File: src/hdl/lru_pkg.sv
package lru_pkg;

  // fixed field widths of the channels
  localparam int PAGE_W  = 16;
  localparam int FIDX_W  = 4;
  localparam int CFG_W   = 5;
  localparam int COUNT_W = 32;

  // frames_in_use after reset
  localparam logic [CFG_W-1:0] FIU_RESET = 5'd16;

  typedef struct packed {
    logic [PAGE_W-1:0] page;
  } lru_req_t;

  typedef struct packed {
    logic               hit;
    logic [FIDX_W-1:0]  frame_index;
    logic               evicted_valid;
    logic [PAGE_W-1:0]  evicted_page;
    logic [COUNT_W-1:0] fault_count;
  } lru_rsp_t;

  typedef struct packed {
    logic [CFG_W-1:0] frames_in_use;
  } lru_cfg_t;

  typedef enum logic [1:0] {
    ST_IDLE,
    ST_LOOK,
    ST_UPD
  } lru_state_t;

  // controller to datapath
  typedef struct packed {
    logic load;
    logic look;
    logic commit;
  } lru_cmd_t;

  // datapath to controller
  typedef struct packed {
    logic out_free;
  } lru_stat_t;

endpackage

File: src/hdl/lru_dp.sv
module lru_dp import lru_pkg::*; #(
  parameter int FRAMES    = 16,
  parameter int PAGE_BITS = 16
) (
  input  logic              clk,
  input  logic              rst,
  input  lru_cmd_t          cmd,
  output lru_stat_t         stat,
  input  logic [PAGE_W-1:0] req_page,
  input  logic              cfg_we,
  input  logic [CFG_W-1:0]  cfg_value,
  output logic              rsp_valid,
  input  logic              rsp_ready,
  output lru_rsp_t          rsp_data
);

  localparam int IDX_W  = (FRAMES > 1) ? $clog2(FRAMES) : 1;
  localparam int RANK_W = IDX_W;
  localparam int CNT_W  = $clog2(FRAMES + 32);
  localparam int LEAVES = 1 << IDX_W;

  // frame store, ranks (0 = most recent) among valid frames
  logic [FRAMES-1:0]    frame_valid;
  logic [PAGE_BITS-1:0] frame_page [FRAMES];
  logic [RANK_W-1:0]    rank [FRAMES];
  logic [COUNT_W-1:0]   faults;
  logic [CFG_W-1:0]     fiu;

  // request and lookup results
  logic [PAGE_BITS-1:0] cur_page;
  logic [FRAMES-1:0]    match_vec;
  logic [FRAMES-1:0]    empty_vec;
  logic [IDX_W-1:0]     lru_idx;

  // active frame count and mask
  logic [CNT_W-1:0]  n_nz;
  logic [CNT_W-1:0]  n_eff;
  logic [FRAMES-1:0] active;

  always_comb begin
    n_nz  = (fiu == '0) ? CNT_W'(1) : CNT_W'(fiu);
    n_eff = (n_nz > CNT_W'(FRAMES)) ? CNT_W'(FRAMES) : n_nz;
    for (int f = 0; f < FRAMES; f++) begin
      active[f] = CNT_W'(f) < n_eff;
    end
  end

  // configuration register
  always_ff @(posedge clk) begin
    if (rst) begin
      fiu <= FIU_RESET;
    end else if (cfg_we) begin
      fiu <= cfg_value;
    end
  end

  // page masked to the stored width
  logic [PAGE_W+PAGE_BITS-1:0] page_wide;
  assign page_wide = {{PAGE_BITS{1'b0}}, req_page};

  always_ff @(posedge clk) begin
    if (cmd.load) cur_page <= page_wide[PAGE_BITS-1:0];
  end

  // least recently used active frame: max-rank tree, ties to the lower frame
  logic              t_act  [2*LEAVES];
  logic [RANK_W-1:0] t_rank [2*LEAVES];
  logic [IDX_W-1:0]  t_idx  [2*LEAVES];

  always_comb begin
    for (int i = 0; i < LEAVES; i++) begin
      if (i < FRAMES) begin
        t_act[LEAVES+i]  = active[i];
        t_rank[LEAVES+i] = rank[i];
      end else begin
        t_act[LEAVES+i]  = 1'b0;
        t_rank[LEAVES+i] = '0;
      end
      t_idx[LEAVES+i] = IDX_W'(i);
    end
    t_act[0]  = 1'b0;
    t_rank[0] = '0;
    t_idx[0]  = '0;
    for (int i = LEAVES - 1; i >= 1; i--) begin
      if (t_act[2*i+1] && (!t_act[2*i] || t_rank[2*i+1] > t_rank[2*i])) begin
        t_act[i]  = 1'b1;
        t_rank[i] = t_rank[2*i+1];
        t_idx[i]  = t_idx[2*i+1];
      end else begin
        t_act[i]  = t_act[2*i];
        t_rank[i] = t_rank[2*i];
        t_idx[i]  = t_idx[2*i];
      end
    end
  end

  // lookup stage: tag compare, free frames, lru frame
  always_ff @(posedge clk) begin
    if (cmd.look) begin
      for (int f = 0; f < FRAMES; f++) begin
        match_vec[f] <= active[f] && frame_valid[f] && (frame_page[f] == cur_page);
        empty_vec[f] <= active[f] && !frame_valid[f];
      end
      lru_idx <= t_idx[1];
    end
  end

  function automatic logic [IDX_W-1:0] first_set(input logic [FRAMES-1:0] vec);
    logic [IDX_W-1:0] idx;
    idx = '0;
    for (int f = FRAMES - 1; f >= 0; f--) begin
      if (vec[f]) idx = IDX_W'(f);
    end
    return idx;
  endfunction

  // update stage decisions
  logic              hit;
  logic              any_empty;
  logic              evict;
  logic [IDX_W-1:0]  chosen;
  logic [RANK_W-1:0] old_rank;
  logic [COUNT_W-1:0] faults_new;
  logic [PAGE_W+PAGE_BITS-1:0] ev_wide;
  logic [FIDX_W+IDX_W-1:0]     idx_wide;

  always_comb begin
    hit        = |match_vec;
    any_empty  = |empty_vec;
    evict      = !hit && !any_empty;
    chosen     = hit ? first_set(match_vec) : (any_empty ? first_set(empty_vec) : lru_idx);
    old_rank   = rank[chosen];
    faults_new = (!hit && faults != '1) ? faults + COUNT_W'(1) : faults;
    ev_wide    = {{PAGE_W{1'b0}}, frame_page[chosen]};
    idx_wide   = {{FIDX_W{1'b0}}, chosen};
  end

  // frame store and rank update
  always_ff @(posedge clk) begin
    if (rst) begin
      frame_valid <= '0;
    end else if (cmd.commit && !hit && any_empty) begin
      frame_valid[chosen] <= 1'b1;
    end
  end

  always_ff @(posedge clk) begin
    if (cmd.commit) begin
      for (int g = 0; g < FRAMES; g++) begin
        if (IDX_W'(g) == chosen) begin
          rank[g] <= '0;
        end else if (frame_valid[g] && (!(hit || evict) || rank[g] < old_rank)) begin
          rank[g] <= rank[g] + RANK_W'(1);
        end
      end
      if (!hit) frame_page[chosen] <= cur_page;
    end
  end

  // saturating fault counter
  always_ff @(posedge clk) begin
    if (rst) begin
      faults <= '0;
    end else if (cmd.commit) begin
      faults <= faults_new;
    end
  end

  // result register
  always_ff @(posedge clk) begin
    if (rst) begin
      rsp_valid <= 1'b0;
    end else if (cmd.commit) begin
      rsp_valid <= 1'b1;
    end else if (rsp_ready) begin
      rsp_valid <= 1'b0;
    end
  end

  always_ff @(posedge clk) begin
    if (cmd.commit) begin
      rsp_data.hit           <= hit;
      rsp_data.frame_index   <= idx_wide[FIDX_W-1:0];
      rsp_data.evicted_valid <= evict;
      rsp_data.evicted_page  <= evict ? ev_wide[PAGE_W-1:0] : '0;
      rsp_data.fault_count   <= faults_new;
    end
  end

  assign stat.out_free = !rsp_valid || rsp_ready;

  // a match only ever points at a frame that holds a page
  a_match_resident: assert property (@(posedge clk) disable iff (rst)
    cmd.commit |-> ((match_vec & ~frame_valid) == '0))
    else $error("match on an empty frame");

  // the frame chosen for eviction holds a page
  a_evict_valid: assert property (@(posedge clk) disable iff (rst)
    (cmd.commit && evict) |-> frame_valid[lru_idx])
    else $error("eviction of an empty frame");

  // fault count never moves backward
  a_faults_mono: assert property (@(posedge clk) disable iff (rst)
    !$past(rst) |-> faults >= $past(faults))
    else $error("fault count decreased");

  // no result is overwritten while it is still held
  a_no_overwrite: assert property (@(posedge clk) disable iff (rst)
    (rsp_valid && !rsp_ready) |-> !cmd.commit)
    else $error("result overwritten before it was taken");

endmodule

File: config.mk
export PLATFORM = sky130hd
export DESIGN_NAME = lru_dp
export DESIGN_NICKNAME = d
export VERILOG_FILES = /design/src/hdl/lru_pkg.sv /design/src/hdl/lru_dp.sv
export SDC_FILE = /design/constraint.sdc
export NUM_CORES = 1
export LEC_CHECK = 0
export BUFFER_PORTS_ARGS = -buffer_cell sky130_fd_sc_hd__buf_2
export CAP_MARGIN = 20
export CORE_MARGIN = 4
export CORE_UTILIZATION = 55
export DETAILED_ROUTE_END_ITERATION = 8
export PLACE_DENSITY_LB_ADDON = 0.2
export SYNTH_ARGS = -nofsm -noshare
export SYNTH_HDL_FRONTEND = slang
export SYNTH_SLANG_ARGS = --single-unit
File: constraint.sdc
create_clock -name clk -period 6.65 [get_ports clk]
set_input_delay 0.665 -clock clk [delete_from_list [all_inputs] [get_ports clk]]
set_output_delay 0.665 -clock clk [all_outputs]
set_load 0.02 [all_outputs]
==> impl_summary.txt <==
----------------------------------------------------
[Min path]
  Hold/Removal Path Class ... in2reg
  Hold_sp ... req_page[14]

[Clock tree]
  Clock buffers created by TritonCTS ... 53
  Clock latency at the later pin of the worst-skew pair ... between 0.6 and 0.7 ns
  H-tree levels ... 2
  Clock input transition at the sequential cells of the worst setup and hold paths ... 0.07 ns
  Total of hold buffers inserted after clock tree synthesis ... 0
  Total clock sinks ... 480
  Max Buffers Root-to-Sink ... 3
  Cell at the root of the clock tree ... sky130_fd_sc_hd__clkbuf_16
  CTS tree ... yes

[Worst setup path]
  Crit path capture type ... register
  Worst-path maximum fanout ... 7
  Maximum single-stage delay on the critical path ... roughly 0.47 ns
  Data required time at the worst endpoint ... about 7 ns
  Library cell contributing the largest single delay on the critical path ... sky130_fd_sc_hd__edfxtp_1
  Worst reg2reg startpoint ... rank[12][1]
  Worst Setup Path Type ... reg2reg
  First element of the critical path ... rank[12][1]
  Arrival time of the worst setup path ... 6.65 ns
  Worst setup SP type ... register

[Yosys]
  Number of register bits inferred by synthesis ... 480
  Yosys top cell by area ... sky130_fd_sc_hd__edfxtp_1
  Mapped Avg Cell Area ... approximately 10 um2
  Yosys cell types ... 65
  Fraction of post-synthesis cell area in the top cell type by area ... a little under half
  Ys async rst share ... 0%
  Total number of yosys warnings ... 0
  Count leader, synth ... sky130_fd_sc_hd__edfxtp_1
  Sequential cell area fraction in the yosys report ... around 51%
  Nets in the synthesized netlist ... between 2000 and 3000
  EDFF count, synth ... 426
  Most area-consuming cells after synthesis ... sky130_fd_sc_hd__edfxtp_1 47%, sky130_fd_sc_hd__nand2_1 5.8%, sky130_fd_sc_hd__ha_1 5.7%, sky130_fd_sc_hd__xnor2_1 5.7%, sky130_fd_sc_hd__xor2_1 5.5%
  Synth Flop Type ... sky130_fd_sc_hd__edfxtp_1
  Most common library cells after synthesis ... 426 x sky130_fd_sc_hd__edfxtp_1, 420 x sky130_fd_sc_hd__nand2_1, 228 x sky130_fd_sc_hd__nand3_1, 176 x sky130_fd_sc_hd__xnor2_1, 170 x sky130_fd_sc_hd__xor2_1
  Number of standard cells after synthesis ... around 2700
  Cell area after technology mapping ... between 20000 and 30000 um2

[Die]
  Vertical die dimension ... roughly 230 um
  I/O pin cnt ... 84
  Floorplan die area ... between 50000 and 60000 um2
  Starting density of the core ... ~56%
  Number of standard-cell rows in the floorplan ... 81
  Core box area ... 49000 um2
  Die Wd ... around 230 um

[Routing]
  Vias ... between 20000 and 25000
  Number of search-and-repair iterations in the first detailed-routing pass ... 6
  Drt via density ... 6.25
  Aggregate routed wire length ... 81500 um
  1st-iter DRT viols ... roughly 2400
  Remaining DRCs ... 0
  Routed wire per std cell ... between 20 and 25 um
  Final ANT Viol Nets ... 0

[STA]
  Post-Route Skew ... around 0.014 ns
  Top achievable clock speed ... approximately 160 MHz
  Time the final worst path needs with I/O delays and setup ... about 6.3 ns
  Fin. Hold Viols ... 0
  Post-route clock period utilization ... a little over nine tenths
  Actual slew at the worst max-slew pin ... around 1.1 ns
  Final setup violation count ... 0
  Max Slew Vio Count ... 0
  Summed negative setup slack over all endpoints ... 0 ns
  Relative slew slack ... between 20% and 30%

[Placement]
  DP Cell Count ... about 3400
  Final estimated routing congestion in global placement ... a little under 1
  HPWL after detailed placement ... 56200 um
  Quantity of I/O buffers inserted on ports ... 83

[Cells and area]
  Layout overhead on the synthesized area ... 12.6%
  Total of fill cells in the finished design ... 4009
  Share of cells above drive strength 1 ... between 10 and 15%
  Non-filler cells in the finished layout ... ~3500
  Final net count ... between 2000 and 3000

[Global route]
  Remaining global-route overflow ... 0
  Antenna violations before repair ... 2
  First-pass GRT wire length ... approximately 120000 um
  Via count of the first global-routing pass ... 21300
  Pin count of the biggest net entering global routing ... 144
  Global-route usage over all layers ... between 30% and 40%

[Run]
  Max-cap check violation count ... 0

[Pwr]
  Leakage ... ~0.011 uW
  Largest voltage drop on the vdd net ... around 0.28 mV
  Final Power ... between 7000 and 8000 uW
  Power per unit of standard cell area ... ~240 nW/um2

[Status]
  Run status ... finished clean

----------------------------------------------------
## per-layer routing
metal  GRT usage (%)  vias up  part of all wire, %
met5               0        -                    0
met4            14.3        0                  5.3
met3            4.45      234                  8.6
met2            47.7     1088                   46
met1            40.8    10600                   40
li1                -     9875                    -
## worst max-delay path, delay by kind of cell, from the launching register on
kind / cells / cell delay (ns)
flops: 1 / 0.47
compound gates: 15 / 2.37
buf+inv: 3 / 0.52
simple gates: 12 / 1.31
mux: 1 / 0.24
fa+ha+maj: 4 / 1.12
## placed cells by master, fill, tap and decap left out, types with 24 or more instances in the layout
master / Yosys / layout
sky130_fd_sc_hd__a21oi_1: 96 / 93
sky130_fd_sc_hd__buf_2: 3 / 82
sky130_fd_sc_hd__buf_4: 1 / 94
sky130_fd_sc_hd__clkbuf_16: 0 / 55
sky130_fd_sc_hd__dfxtp_1: 54 / 54
sky130_fd_sc_hd__edfxtp_1: 426 / 426
sky130_fd_sc_hd__ha_1: 125 / 125
sky130_fd_sc_hd__inv_1: 75 / 75
sky130_fd_sc_hd__mux2i_1: 33 / 32
sky130_fd_sc_hd__nand2_1: 420 / 420
sky130_fd_sc_hd__nand3_1: 228 / 228
sky130_fd_sc_hd__nand4_1: 57 / 57
sky130_fd_sc_hd__nor2_1: 160 / 153
sky130_fd_sc_hd__nor2b_1: 24 / 24
sky130_fd_sc_hd__nor3_1: 50 / 33
sky130_fd_sc_hd__nor4_1: 87 / 87
sky130_fd_sc_hd__o211ai_1: 43 / 43
sky130_fd_sc_hd__o21a_1: 24 / 24
sky130_fd_sc_hd__o21ai_0: 83 / 83
sky130_fd_sc_hd__xnor2_1: 176 / 176
sky130_fd_sc_hd__xor2_1: 170 / 170
## timing repair
action,in CTS,in global routing
setup endpoints to repair,0,4
gates resized for setup,0,12
setup buffers,0,5
endpoints found under the hold margin,0,0
## power breakdown
| part | internal (uW) | switching (uW) | total [uW] |
|---|---|---|---|
| sequential | 3330 | 33.1 | 3370 |
| clock | 1780 | 1260 | 3040 |
| combinational | 300 | 630 | 930 |
| total | 5410 | 1930 | 7340 |
## cells by family after synthesis
kind of cell,Yosys count,share of synthesized area [%]
and+or+nand+nor,1095,18.8
DFF,480,50.9
AOI/OAI and AO/OA,373,8.93
xor gates and xnor gates,346,11.1
buffers and inverters,215,3.01
adders and majority gates,125,5.74
muxes,41,1.54
## registers in the layout (all words and copies together), names as in the netlist
signal and count:
fiu 5, faults 32, rank 64, frame_page 256
match_vec 16, cur_page 16, rsp_valid 1, rsp_data 54
lru_idx 4, frame_valid 16, empty_vec 16
## final cells by class
cell class	count	area, um2	area share (%)
antenna	1	2.50	0.00815
clock buffer	66	1480	4.81
clock inverter	34	342	1.11
inverter	80	305	0.994
multi-input combinational	1980	12700	41.4
sequential	480	13900	45.2
tap	664	831	2.71
timing repair buffer	178	1160	3.76
## final timing paths
check            endpoint  slack [ns]  cells past startpoint
min reg2reg     rsp_valid        0.51                      2
max            lru_idx[2]        0.35                     35
max reg2reg    lru_idx[2]        0.35                     35
min          cur_page[14]        0.23                      1
## metrics by stage
stage	instance area (um2)	hold WS [ns]	utilization, %	worst slack [ns]
floorplan	27300	0.459	-	0.531
global placement	28800	0.478	58.9	0.407
detailed placement	28800	0.494	58.9	0.197
CTS	30600	0.207	62.6	0.129
global route	30700	0.220	62.7	-0.0748
finish	30700	0.233	62.7	0.348
No activity file was read; power rests on OpenSTA's default activity.
