## src/hdl/lru_pkg.sv

```systemverilog
package lru_pkg;

  // fixed field widths of the channels
  localparam int PAGE_W  = 16;
  localparam int FIDX_W  = 4;
  localparam int CFG_W   = 5;
  localparam int COUNT_W = 32;

  // frames_in_use after reset
  localparam logic [CFG_W-1:0] FIU_RESET = 5'd16;

  typedef struct packed {
    logic [PAGE_W-1:0] page;
  } lru_req_t;

  typedef struct packed {
    logic               hit;
    logic [FIDX_W-1:0]  frame_index;
    logic               evicted_valid;
    logic [PAGE_W-1:0]  evicted_page;
    logic [COUNT_W-1:0] fault_count;
  } lru_rsp_t;

  typedef struct packed {
    logic [CFG_W-1:0] frames_in_use;
  } lru_cfg_t;

  typedef enum logic [1:0] {
    ST_IDLE,
    ST_LOOK,
    ST_UPD
  } lru_state_t;

  // controller to datapath
  typedef struct packed {
    logic load;
    logic look;
    logic commit;
  } lru_cmd_t;

  // datapath to controller
  typedef struct packed {
    logic out_free;
  } lru_stat_t;

endpackage

```

## src/hdl/lru_ctrl.sv

```systemverilog
module lru_ctrl import lru_pkg::*; (
  input  logic      clk,
  input  logic      rst,
  input  logic      req_valid,
  output logic      req_ready,
  input  lru_stat_t stat,
  output lru_cmd_t  cmd
);

  lru_state_t state;
  lru_state_t state_next;

  // state register
  always_ff @(posedge clk) begin
    if (rst) begin
      state <= ST_IDLE;
    end else begin
      state <= state_next;
    end
  end

  // next state
  always_comb begin
    state_next = state;
    unique case (state)
      ST_IDLE: begin
        if (req_valid) state_next = ST_LOOK;
      end
      ST_LOOK: begin
        state_next = ST_UPD;
      end
      ST_UPD: begin
        if (stat.out_free) begin
          state_next = req_valid ? ST_LOOK : ST_IDLE;
        end
      end
      default: state_next = ST_IDLE;
    endcase
  end

  // outputs: a new request is taken in the cycle the previous one commits
  always_comb begin
    req_ready  = 1'b0;
    cmd        = '0;
    unique case (state)
      ST_IDLE: begin
        req_ready = 1'b1;
        cmd.load  = req_valid;
      end
      ST_LOOK: begin
        cmd.look = 1'b1;
      end
      ST_UPD: begin
        cmd.commit = stat.out_free;
        req_ready  = stat.out_free;
        cmd.load   = stat.out_free && req_valid;
      end
      default: begin
        req_ready = 1'b0;
      end
    endcase
  end

  // a commit always follows a lookup
  a_commit_after_look: assert property (@(posedge clk) disable iff (rst)
    cmd.commit |-> ($past(state) == ST_LOOK || $past(state) == ST_UPD))
    else $error("commit without a preceding lookup");

  // lookup only for a request that was loaded the cycle before
  a_look_after_load: assert property (@(posedge clk) disable iff (rst)
    cmd.look |-> $past(cmd.load))
    else $error("lookup without a loaded request");

endmodule

```

## config.mk

```make
export PLATFORM = sky130hd
export DESIGN_NAME = lru_ctrl
export DESIGN_NICKNAME = d
export VERILOG_FILES = /design/src/hdl/lru_pkg.sv /design/src/hdl/lru_ctrl.sv
export SDC_FILE = /design/constraint.sdc
export NUM_CORES = 1
export LEC_CHECK = 0
export BUFFER_PORTS_ARGS = -buffer_cell sky130_fd_sc_hd__buf_4
export CAP_MARGIN = 20
export CORE_AREA = 8 8 45 47
export CTS_BUF_LIST = sky130_fd_sc_hd__clkbuf_8
export CTS_CLUSTER_DIAMETER = 60
export DETAILED_ROUTE_END_ITERATION = 8
export DIE_AREA = 0 0 53 55
export GPL_ROUTABILITY_DRIVEN = 0
export PLACE_DENSITY_LB_ADDON = 0.12
export SLEW_MARGIN = 15
export SYNTH_ARGS = -nofsm -noshare
export SYNTH_HDL_FRONTEND = slang
export SYNTH_SLANG_ARGS = --single-unit
```

## constraint.sdc

```tcl
create_clock -name clk -period 0.8 [get_ports clk]
set_input_delay 0.08 -clock clk [delete_from_list [all_inputs] [get_ports clk]]
set_output_delay 0.08 -clock clk [all_outputs]
set_load 0.005 [all_outputs]
```

==> results.md, run 1 <==
- Status: complete, but fails checks
- Failing checks: negative setup slack
- Max reg flops: 2
- Die X: 53 um
- Setup violators final: 6
- Max-cap violations: 0
- Final WS setup: -0.199 ns
- Final Hold Vio Count: 0
- Crit end category: output pin
- Fin Setup TNS: -0.979 ns
- Via count: ~130
- CP max FO: 3
- Clk buf depth: 2
- Routed len/inst: between 8 and 9 um
- Comb power frac: between 10 and 15%
- Required time of the critical path: 0.72 ns
- Post-layout instance area: approximately 280 um2
- Layout Utilization: slightly above 20%
- Largest reg by FF count: state
- Grt ovf: 0
- Most frequent cells in the layout: buf_4, nor2_1, clkbuf_8, buf_6, nor2b_4
- CTS Sinks: 2
- Largest net degree at the start of global routing: 6
- Starting DRC count in detailed routing: 1
- Leakage: 0.131 nW
- Synth Warn #: 0
- Yosys reg bits: 2
- Hold-fix buffer count after cts: 0
- 1st-pass router iterations: 2
- Layout cells sized above 1: 80.8%
- CTS tree: yes
- Vias/cell: around 3.2
- CP Launch Type: flip-flop
- Clock power frac: 65.9%
- Hold Path Class: input pin to flip-flop
- Max-slew violations: 0
- Final cell count without fillers: 42
- CTS root buffer: clkbuf_8
- Sequential share of the synthesized area: 33.3%
- Cell Area, Synth: around 120 um2
- Achievable frequency: ~1 GHz
- Placed Area: around 190 um2
- Die ar.: between 2000 and 3000 um2
- Initial cell density of the core: just under 9%
- I/O pins: 8
- Pwr/cell area: 2080 nW/um2
- Fin Clk Skew: roughly 0.0037 ns
- Commonest non-fill, non-tap cell in the layout: buf_4
- R2R Setup Slk: -0.17 ns
- Die H: about 55 um
- Vias in the first global route: approximately 150
- Antenna violations before repair: 0
- Final routed DRC violation total: 0
- Area growth syn-to-layout: 136%
- Internal power: approximately 480 uW
- Placed cells: 36
- Final min period: ~1.0 ns
- Unrepaired setup endpoints after global routing: true
- Actual slew at the worst max-slew pin: ~0.18 ns
- Syn_nets: 17
- Syn Area/Cell: between 9 and 10 um2
- Power consumption: roughly 600 uW
- Syn Inst Count: 13
- Cts bufs inserted: 3
- Post-route ant nets: 0
- VDD IR max: 1.52 mV
- Global-route wire length before repair: ~560 um
- Slew margin rel.: approximately 88%
- Clk Latency, worst-skew pair: 0.21 ns
- H-tree levels: 1
- Final period util: 125%
- CP Class: flip-flop to output pin
- Port bufs: 7
- Placeable Area: approximately 1400 um2
- Hold slack: between 0.04 and 0.05 ns
- Switching Power: approximately 110 uW
- Diode count: 0
- Total GRT Usage: ~2.9%
- Yosys cell types: 9
- Post-place setup slack: -0.0764 ns
- Final #Nets: 32
- Drt total wl: around 350 um
- Top flop regs: state x2
- WP data arrival: about 0.92 ns
- Clock transition at the registers of the reported paths: 0.03 ns
- Flop pwr share: between 10% and 20%
- Rows: 14
- Sw frac: approximately 18%
==> cells in the mapped netlist <==
master,count,area [um2]
a22o_2,1,10.0
buf_4,1,7.51
dfxtp_1,2,40.0
inv_1,1,3.75
nand2_1,1,3.75
nor2_1,3,11.3
nor2b_4,2,27.5
nor3b_1,1,7.51
nor4b_1,1,8.76
==> kinds of logic after synthesis <==
family                 Yosys count  share of synthesized area (%)
and+or+nand+nor                  8                           49.0
AOI/OAI and AO/OA                1                           8.33
DFF                              2                           33.3
buffers and inverters            2                           9.37
==> worst max-delay path, cell delays in order (launching register included) <==
cell and delay [ns]:
dfxtp_2 0.31, nor2b_4 0.13, nor3b_2 0.15, buf_4 0.13
==> timing repair <==
action | in CTS | in global routing
buffers inserted | 2 | 1
setup endpoints to repair | 6 | 6
pin swaps | 1 | 1
gates resized for setup | 6 | 1
==> cell type report <==
| class | instances | area [um2] |
|---|---|---|
| clock buffer | 3 | 41.3 |
| timing repair buffer | 11 | 93.8 |
| sequential | 2 | 45.0 |
| inverter | 1 | 3.75 |
| tap | 16 | 20.0 |
| fill | 151 | 1100 |
| multi-input combinational | 9 | 80.1 |
==> path summary, 6_finish.rpt <==
| path | cells past startpoint | from | end |
|---|---|---|---|
| setup / recovery | 3 | state[1]$_SDFFE_PP0P_ | cmd[2] |
| hold / removal | 2 | rst | state[0]$_SDFFE_PP0P_ |
| setup reg to reg | 4 | state[1]$_SDFFE_PP0P_ | state[1]$_SDFFE_PP0P_ |
| hold reg to reg | 1 | state[0]$_SDFFE_PP0P_ | state[0]$_SDFFE_PP0P_ |
==> power groups by stage <==
stage	clock [mW]	combinational (mW)	sequential [mW]
6_report	0.390	0.0876	0.114
5_1_grt	0.407	0.0965	0.115
4_1_cts	0.401	0.0856	0.114
2_1_floorplan	0	0.0308	0.115
3_5_place_dp	0	0.0685	0.116
3_3_place_gp	0	0.0686	0.116
==> per-layer routing <==
layer  up-vias  track usage, %  share of wire, %
li1         71               -                 -
met1        52            3.03                45
met2        10            3.13                30
met5         -               0                 0
met4         0               0                 0
met3         0            4.81                25
(Power assumes the default switching activity.)
==> run 2, diff against run 1 <==
==> constraint.sdc (replaced) <==
create_clock -name clk -period 0.8 [get_ports clk]
set_input_delay 0.04 -clock clk [delete_from_list [all_inputs] [get_ports clk]]
set_output_delay 0.04 -clock clk [all_outputs]
set_load 0.005 [all_outputs]
==> results.md, run 2 (synthesis gave the netlist of run 1 again) <==
- Final cell count without fillers: 43
- Largest net degree at the start of global routing: 6
- Post-route ant nets: 0
- Routed len/inst: 9.30 um
- I/O pins: 8
- Clk Latency, worst-skew pair: between 0.2 and 0.25 ns
- Clk buf depth: 2
- Final min period: approximately 1 ns
- CP max-delay cell: dfxtp_2
- Setup violators final: 6
- Crit end category: output pin
- Top flop regs: state x2
- Actual slew at the worst max-slew pin: between 0.15 and 0.2 ns
- Die H: approximately 55 um
- Diode count: 0
- H-tree levels: 1
- Antenna violations before repair: 0
- Required time of the critical path: around 0.76 ns
- Leakage: 0.141 nW
- CP max FO: 3
- Cts bufs inserted: 3
- WP data arrival: between 0.9 and 1 ns
- FF/Latch Area: between 40 and 50 um2
- Max-cap violations: 0
- Power consumption: about 600 uW
- CTS Sinks: 2
- Die X: 53 um
- Pwr/cell area: a little under 2000 nW/um2
- Area growth syn-to-layout: 154%
- Drt total wl: ~400 um
- Fin Setup TNS: -0.741 ns
- Rows: 14
- Slew margin rel.: ~88%
- Max reg flops: 2
- Initial cell density of the core: under 10%
- Via count: ~140
- Failing checks: negative setup slack
- CTS root buffer: clkbuf_8
- Fin Clk Skew: 0.00360 ns
- Total GRT Usage: between 3 and 4%
- Die ar.: around 2900 um2
- 1st-pass router iterations: 1
- Final Hold Vio Count: 0
- Final period util: 122%
- Commonest non-fill, non-tap cell in the layout: buf_4
- Placed cells: 37
- Crit path from: state[1]$_SDFFE_PP0P_
- Max-slew violations: 0
- Port bufs: 7
- Largest reg by FF count: state
- Status: complete, but fails checks
- Worst Hold Launch: rst
- Multi-input combinational cell area: 90.1 um2
- Achievable frequency: roughly 1 GHz
- Most frequent cells in the layout: buf_4, buf_6, clkbuf_8
- Final WS setup: -0.174 ns
- R2r startpoint: state[0]$_SDFFE_PP0P_
- Hold Path Class: input pin to flip-flop
- VDD IR max: between 1 and 1.5 mV
- Crit-path cells: nor2b_4, nor3b_2, buf_4
- Fillers: 160
- CP Launch Type: flip-flop
- Global-route wire length before repair: between 600 and 700 um
- Unrepaired setup endpoints after global routing: true
- CP Class: flip-flop to output pin
- Layout cells sized above 1: 85.2%
- CP max stage delay: about 0.33 ns
- Clock transition at the registers of the reported paths: 0.03 ns
- Hold slack: 0.0137 ns
- Grt ovf: 0
- Final routed DRC violation total: 0
- Vias/cell: 3.16
- Final #Nets: 33
- CTS tree: yes
- Placeable Area: roughly 1400 um2
- Starting DRC count in detailed routing: 0
- Vias in the first global route: between 150 and 200
[run 2: changes by cell type in the layout (fill, tap and decap cells not counted), sizes merged]
cell,previous run,this run
buf,11,12
[run 2: final cells by class]
cell class	count	share of cell area [%]
flip-flops and latches	2	14.8
clock buffers	3	13.5
inverters	1	1.23
well taps	16	6.56
multi-input cells	9	29.5
repair buffers	12	34.4
[run 2: timing repair]
item                                    in CTS  in global routing
hold buffers                                 0                  0
hold endpoints to repair                     0                  0
resized for setup                            8                  2
pin swaps                                    3                  1
endpoints found under the setup margin       6                  6
buffers inserted                             2                  1
[run 2: worst paths after layout]
| kind | end | slack, ns | cells after the start |
|---|---|---|---|
| hold / removal | state[0]$_SDFFE_PP0P_ | 0.01 | 2 |
| setup / recovery | cmd[2] | -0.17 | 3 |
| setup reg to reg | state[1]$_SDFFE_PP0P_ | -0.12 | 3 |
| hold reg to reg | state[0]$_SDFFE_PP0P_ | 0.55 | 2 |
[run 2: worst max-delay path: cells and delay by family (launching register included)]
| kind | cells | cell delay, ns |
|---|---|---|
| flops | 1 | 0.33 |
| simple gates | 2 | 0.27 |
| buf+inv | 1 | 0.13 |
[run 2: routing by layer]
metal  wire length [um]  vias to the layer above  part of all wire (%)  GRT usage [%]
met2                159                        9                    40           3.71
met1                185                       55                    46           3.48
met3                 56                        0                    14           3.48
met4                  0                        0                     0           3.88
li1                   -                       72                     -              -
met5                  0                        -                     0              0
[run 2: power by group]
part           internal (mW)  switching (mW)
combinational         0.0710          0.0330
clock                  0.317          0.0679
sequential             0.106         0.00797
total                  0.495           0.109
[run 2: through the flow]
stage	area [um2]	utilization (%)	worst slack, ns
3_3_place_gp	201	14.6	-0.0827
2_1_floorplan	121	-	0.00786
3_5_place_dp	201	14.6	-0.0382
4_1_cts	288	20.8	-0.190
6_report	305	22.1	-0.174
5_1_grt	305	22.1	-0.223
==> run 3, diff against run 2 <==
Settings changed: HOLD_SLACK_MARGIN set to 0.15.
Clock period 0.8 ns to 1.2 ns, I/O delays scaled along.
==> results.md, run 3 (synthesis gave the netlist of run 1 again) <==
- Switching Power: about 67 uW
- Sw frac: between 10% and 20%
- CP max-delay cell: dfxtp_1
- Met1 WL: around 180 um
- Fin Clk Skew: roughly 0.0023 ns
- R2R depth: 2
- Flop pwr share: around a fifth
- CTS Sinks: 2
- Final #Nets: 30
- Die ar.: 2920 um2
- Largest reg by FF count: state
- Max reg flops: 2
- Diode count: 0
- Die H: roughly 55 um
- CTS root buffer: clkbuf_8
- Final min period: about 1.1 ns
- Clock power frac: slightly below 70%
- Rows: 14
- Actual slew at the worst max-slew pin: approximately 0.22 ns
- Final WS setup: roughly 0.14 ns
- Most frequent cells in the layout: buf_4, nor2_1, clkbuf_8
- VDD IR max: around 0.53 mV
- Pwr/cell area: 1550 nW/um2
- CP max FO: 4
- Post-CTS sizing: 0
- Internal power: about 310 uW
- Drt total wl: approximately 320 um
- Endpoint, Worst Hold: state[0]$_SDFFE_PP0P_
- Antenna violations before repair: 0
- R2r startpoint: state[0]$_SDFFE_PP0P_
- Wire length on met3: roughly 76 um
- CP Class: flip-flop to output pin
- Post-route ant nets: 0
- Worst r2r dst: state[1]$_SDFFE_PP0P_
- Cts bufs inserted: 3
- Hold Crit Depth: 3
- Total GRT Usage: 2.73%
- CP Launch Type: flip-flop
- Commonest non-fill, non-tap cell in the layout: buf_4
- Area growth syn-to-layout: 105%
- Hold-fix buffer count after cts: 2
- Clk buf depth: 2
- Top flop regs: state x2
- Crit end category: output pin
- Routed len/inst: between 7 and 8 um
- Final routed DRC violation total: 0
- Max-cap violations: 0
- 1st-pass router iterations: 2
- CP max stage delay: between 0.3 and 0.4 ns
- Hold Path Class: input pin to flip-flop
- I/O pins: 8
- Layout cells sized above 1: 54.2%
- Final period util: between 80% and 90%
- Post-place setup slack: ~0.35 ns
- Leakage: roughly 0.11 nW
- Metal2 WL: 63 um
- Initial cell density of the core: roughly 8.7%
- Port bufs: 7
- DPL Wire Length: between 200 and 250 um
- Setup bufs post-CTS: 0
- Vias in the first global route: ~130
- Placed cells: 35
- Grt ovf: 0
- Max-slew violations: 0
- H-tree levels: 1
- Unrepaired setup endpoints after global routing: false
- Comb power frac: 12.3%
- Placeable Area: between 1000 and 1500 um2
- Via count: 115
- Required time of the critical path: approximately 1.1 ns
- CTS tree: yes
- Fin Setup TNS: 0 ns
- Slew margin rel.: a little under nine tenths
- Global-route wire length before repair: about 520 um
- Final Hold Vio Count: 0
- Die X: ~53 um
- Achievable frequency: roughly 0.94 GHz
- R2R Setup Slk: 0.35 ns
- Starting DRC count in detailed routing: 4
- WP data arrival: 1.00 ns
- Worst Hold Launch: stat
- Crit-path cells: nor2b_4, nor3b_1, buf_4
- Crit path from: state[1]$_SDFFE_PP0P_
- Final cell count without fillers: 40
- Setup violators final: 0
- Clock transition at the registers of the reported paths: approximately 0.030 ns
- Largest net degree at the start of global routing: 7
- Vias/cell: around 2.9
- Status: completed
- Clk Latency, worst-skew pair: about 0.21 ns
- Top routing layer in use: met3
-- run 3: cell count changes in the layout (fill, tap and decap cells not counted), sizes merged --
cell and change:
buf -5, dlygate4sd3 +2
-- run 3: metrics by stage --
stage	power [mW]	hold slack, ns	util (%)	cell area, um2
6_report	0.381	0.226	17.8	246
5_1_grt	0.401	0.237	17.8	246
4_1_cts	0.391	0.221	17.8	246
3_5_place_dp	0.120	0.250	13.4	185
3_3_place_gp	0.119	0.247	13.4	185
2_1_floorplan	0.0969	0.139	-	120
-- run 3: critical path: cells and delay by family (launching register included) --
kind	cells	cell delay, ns
flip-flops	1	0.33
AND/OR/NAND/NOR	2	0.33
buffers and inverters	1	0.14
-- run 3: routing by layer --
layer	GRT usage, %	up-vias
met5	0	-
met3	4.81	0
li1	-	65
met1	3.18	40
met4	0	0
met2	2.15	10
-- run 3: final cells by class --
class	count	area (um2)
inverters	1	3.75
flip-flops and latches	2	40.0
repair buffers	9	72.6
clock buffers	3	41.3
fillers	155	1140
multi-input cells	9	68.8
well taps	16	20.0
-- run 3: worst max-delay path by stage --
stage | endpoint | slack [ns] | depth (start not counted)
after floorplan | state[1]$_SDFFE_PP0P_ | 0.39 | 2
after global placement | cmd[2] | 0.35 | 3
after detailed placement | state[1]$_SDFFE_PP0P_ | 0.35 | 2
after CTS | cmd[2] | 0.13 | 3
after global routing | cmd[2] | 0.09 | 3
final | cmd[2] | 0.14 | 3
-- run 3: power groups by stage --
stage / registers, mW / logic (mW) / clock network, mW
2_1_floorplan: 0.0764 / 0.0205 / 0
3_3_place_gp: 0.0774 / 0.0420 / 0
3_5_place_dp: 0.0776 / 0.0425 / 0
4_1_cts: 0.0767 / 0.0478 / 0.267
5_1_grt: 0.0774 / 0.0518 / 0.272
6_report: 0.0767 / 0.0467 / 0.258
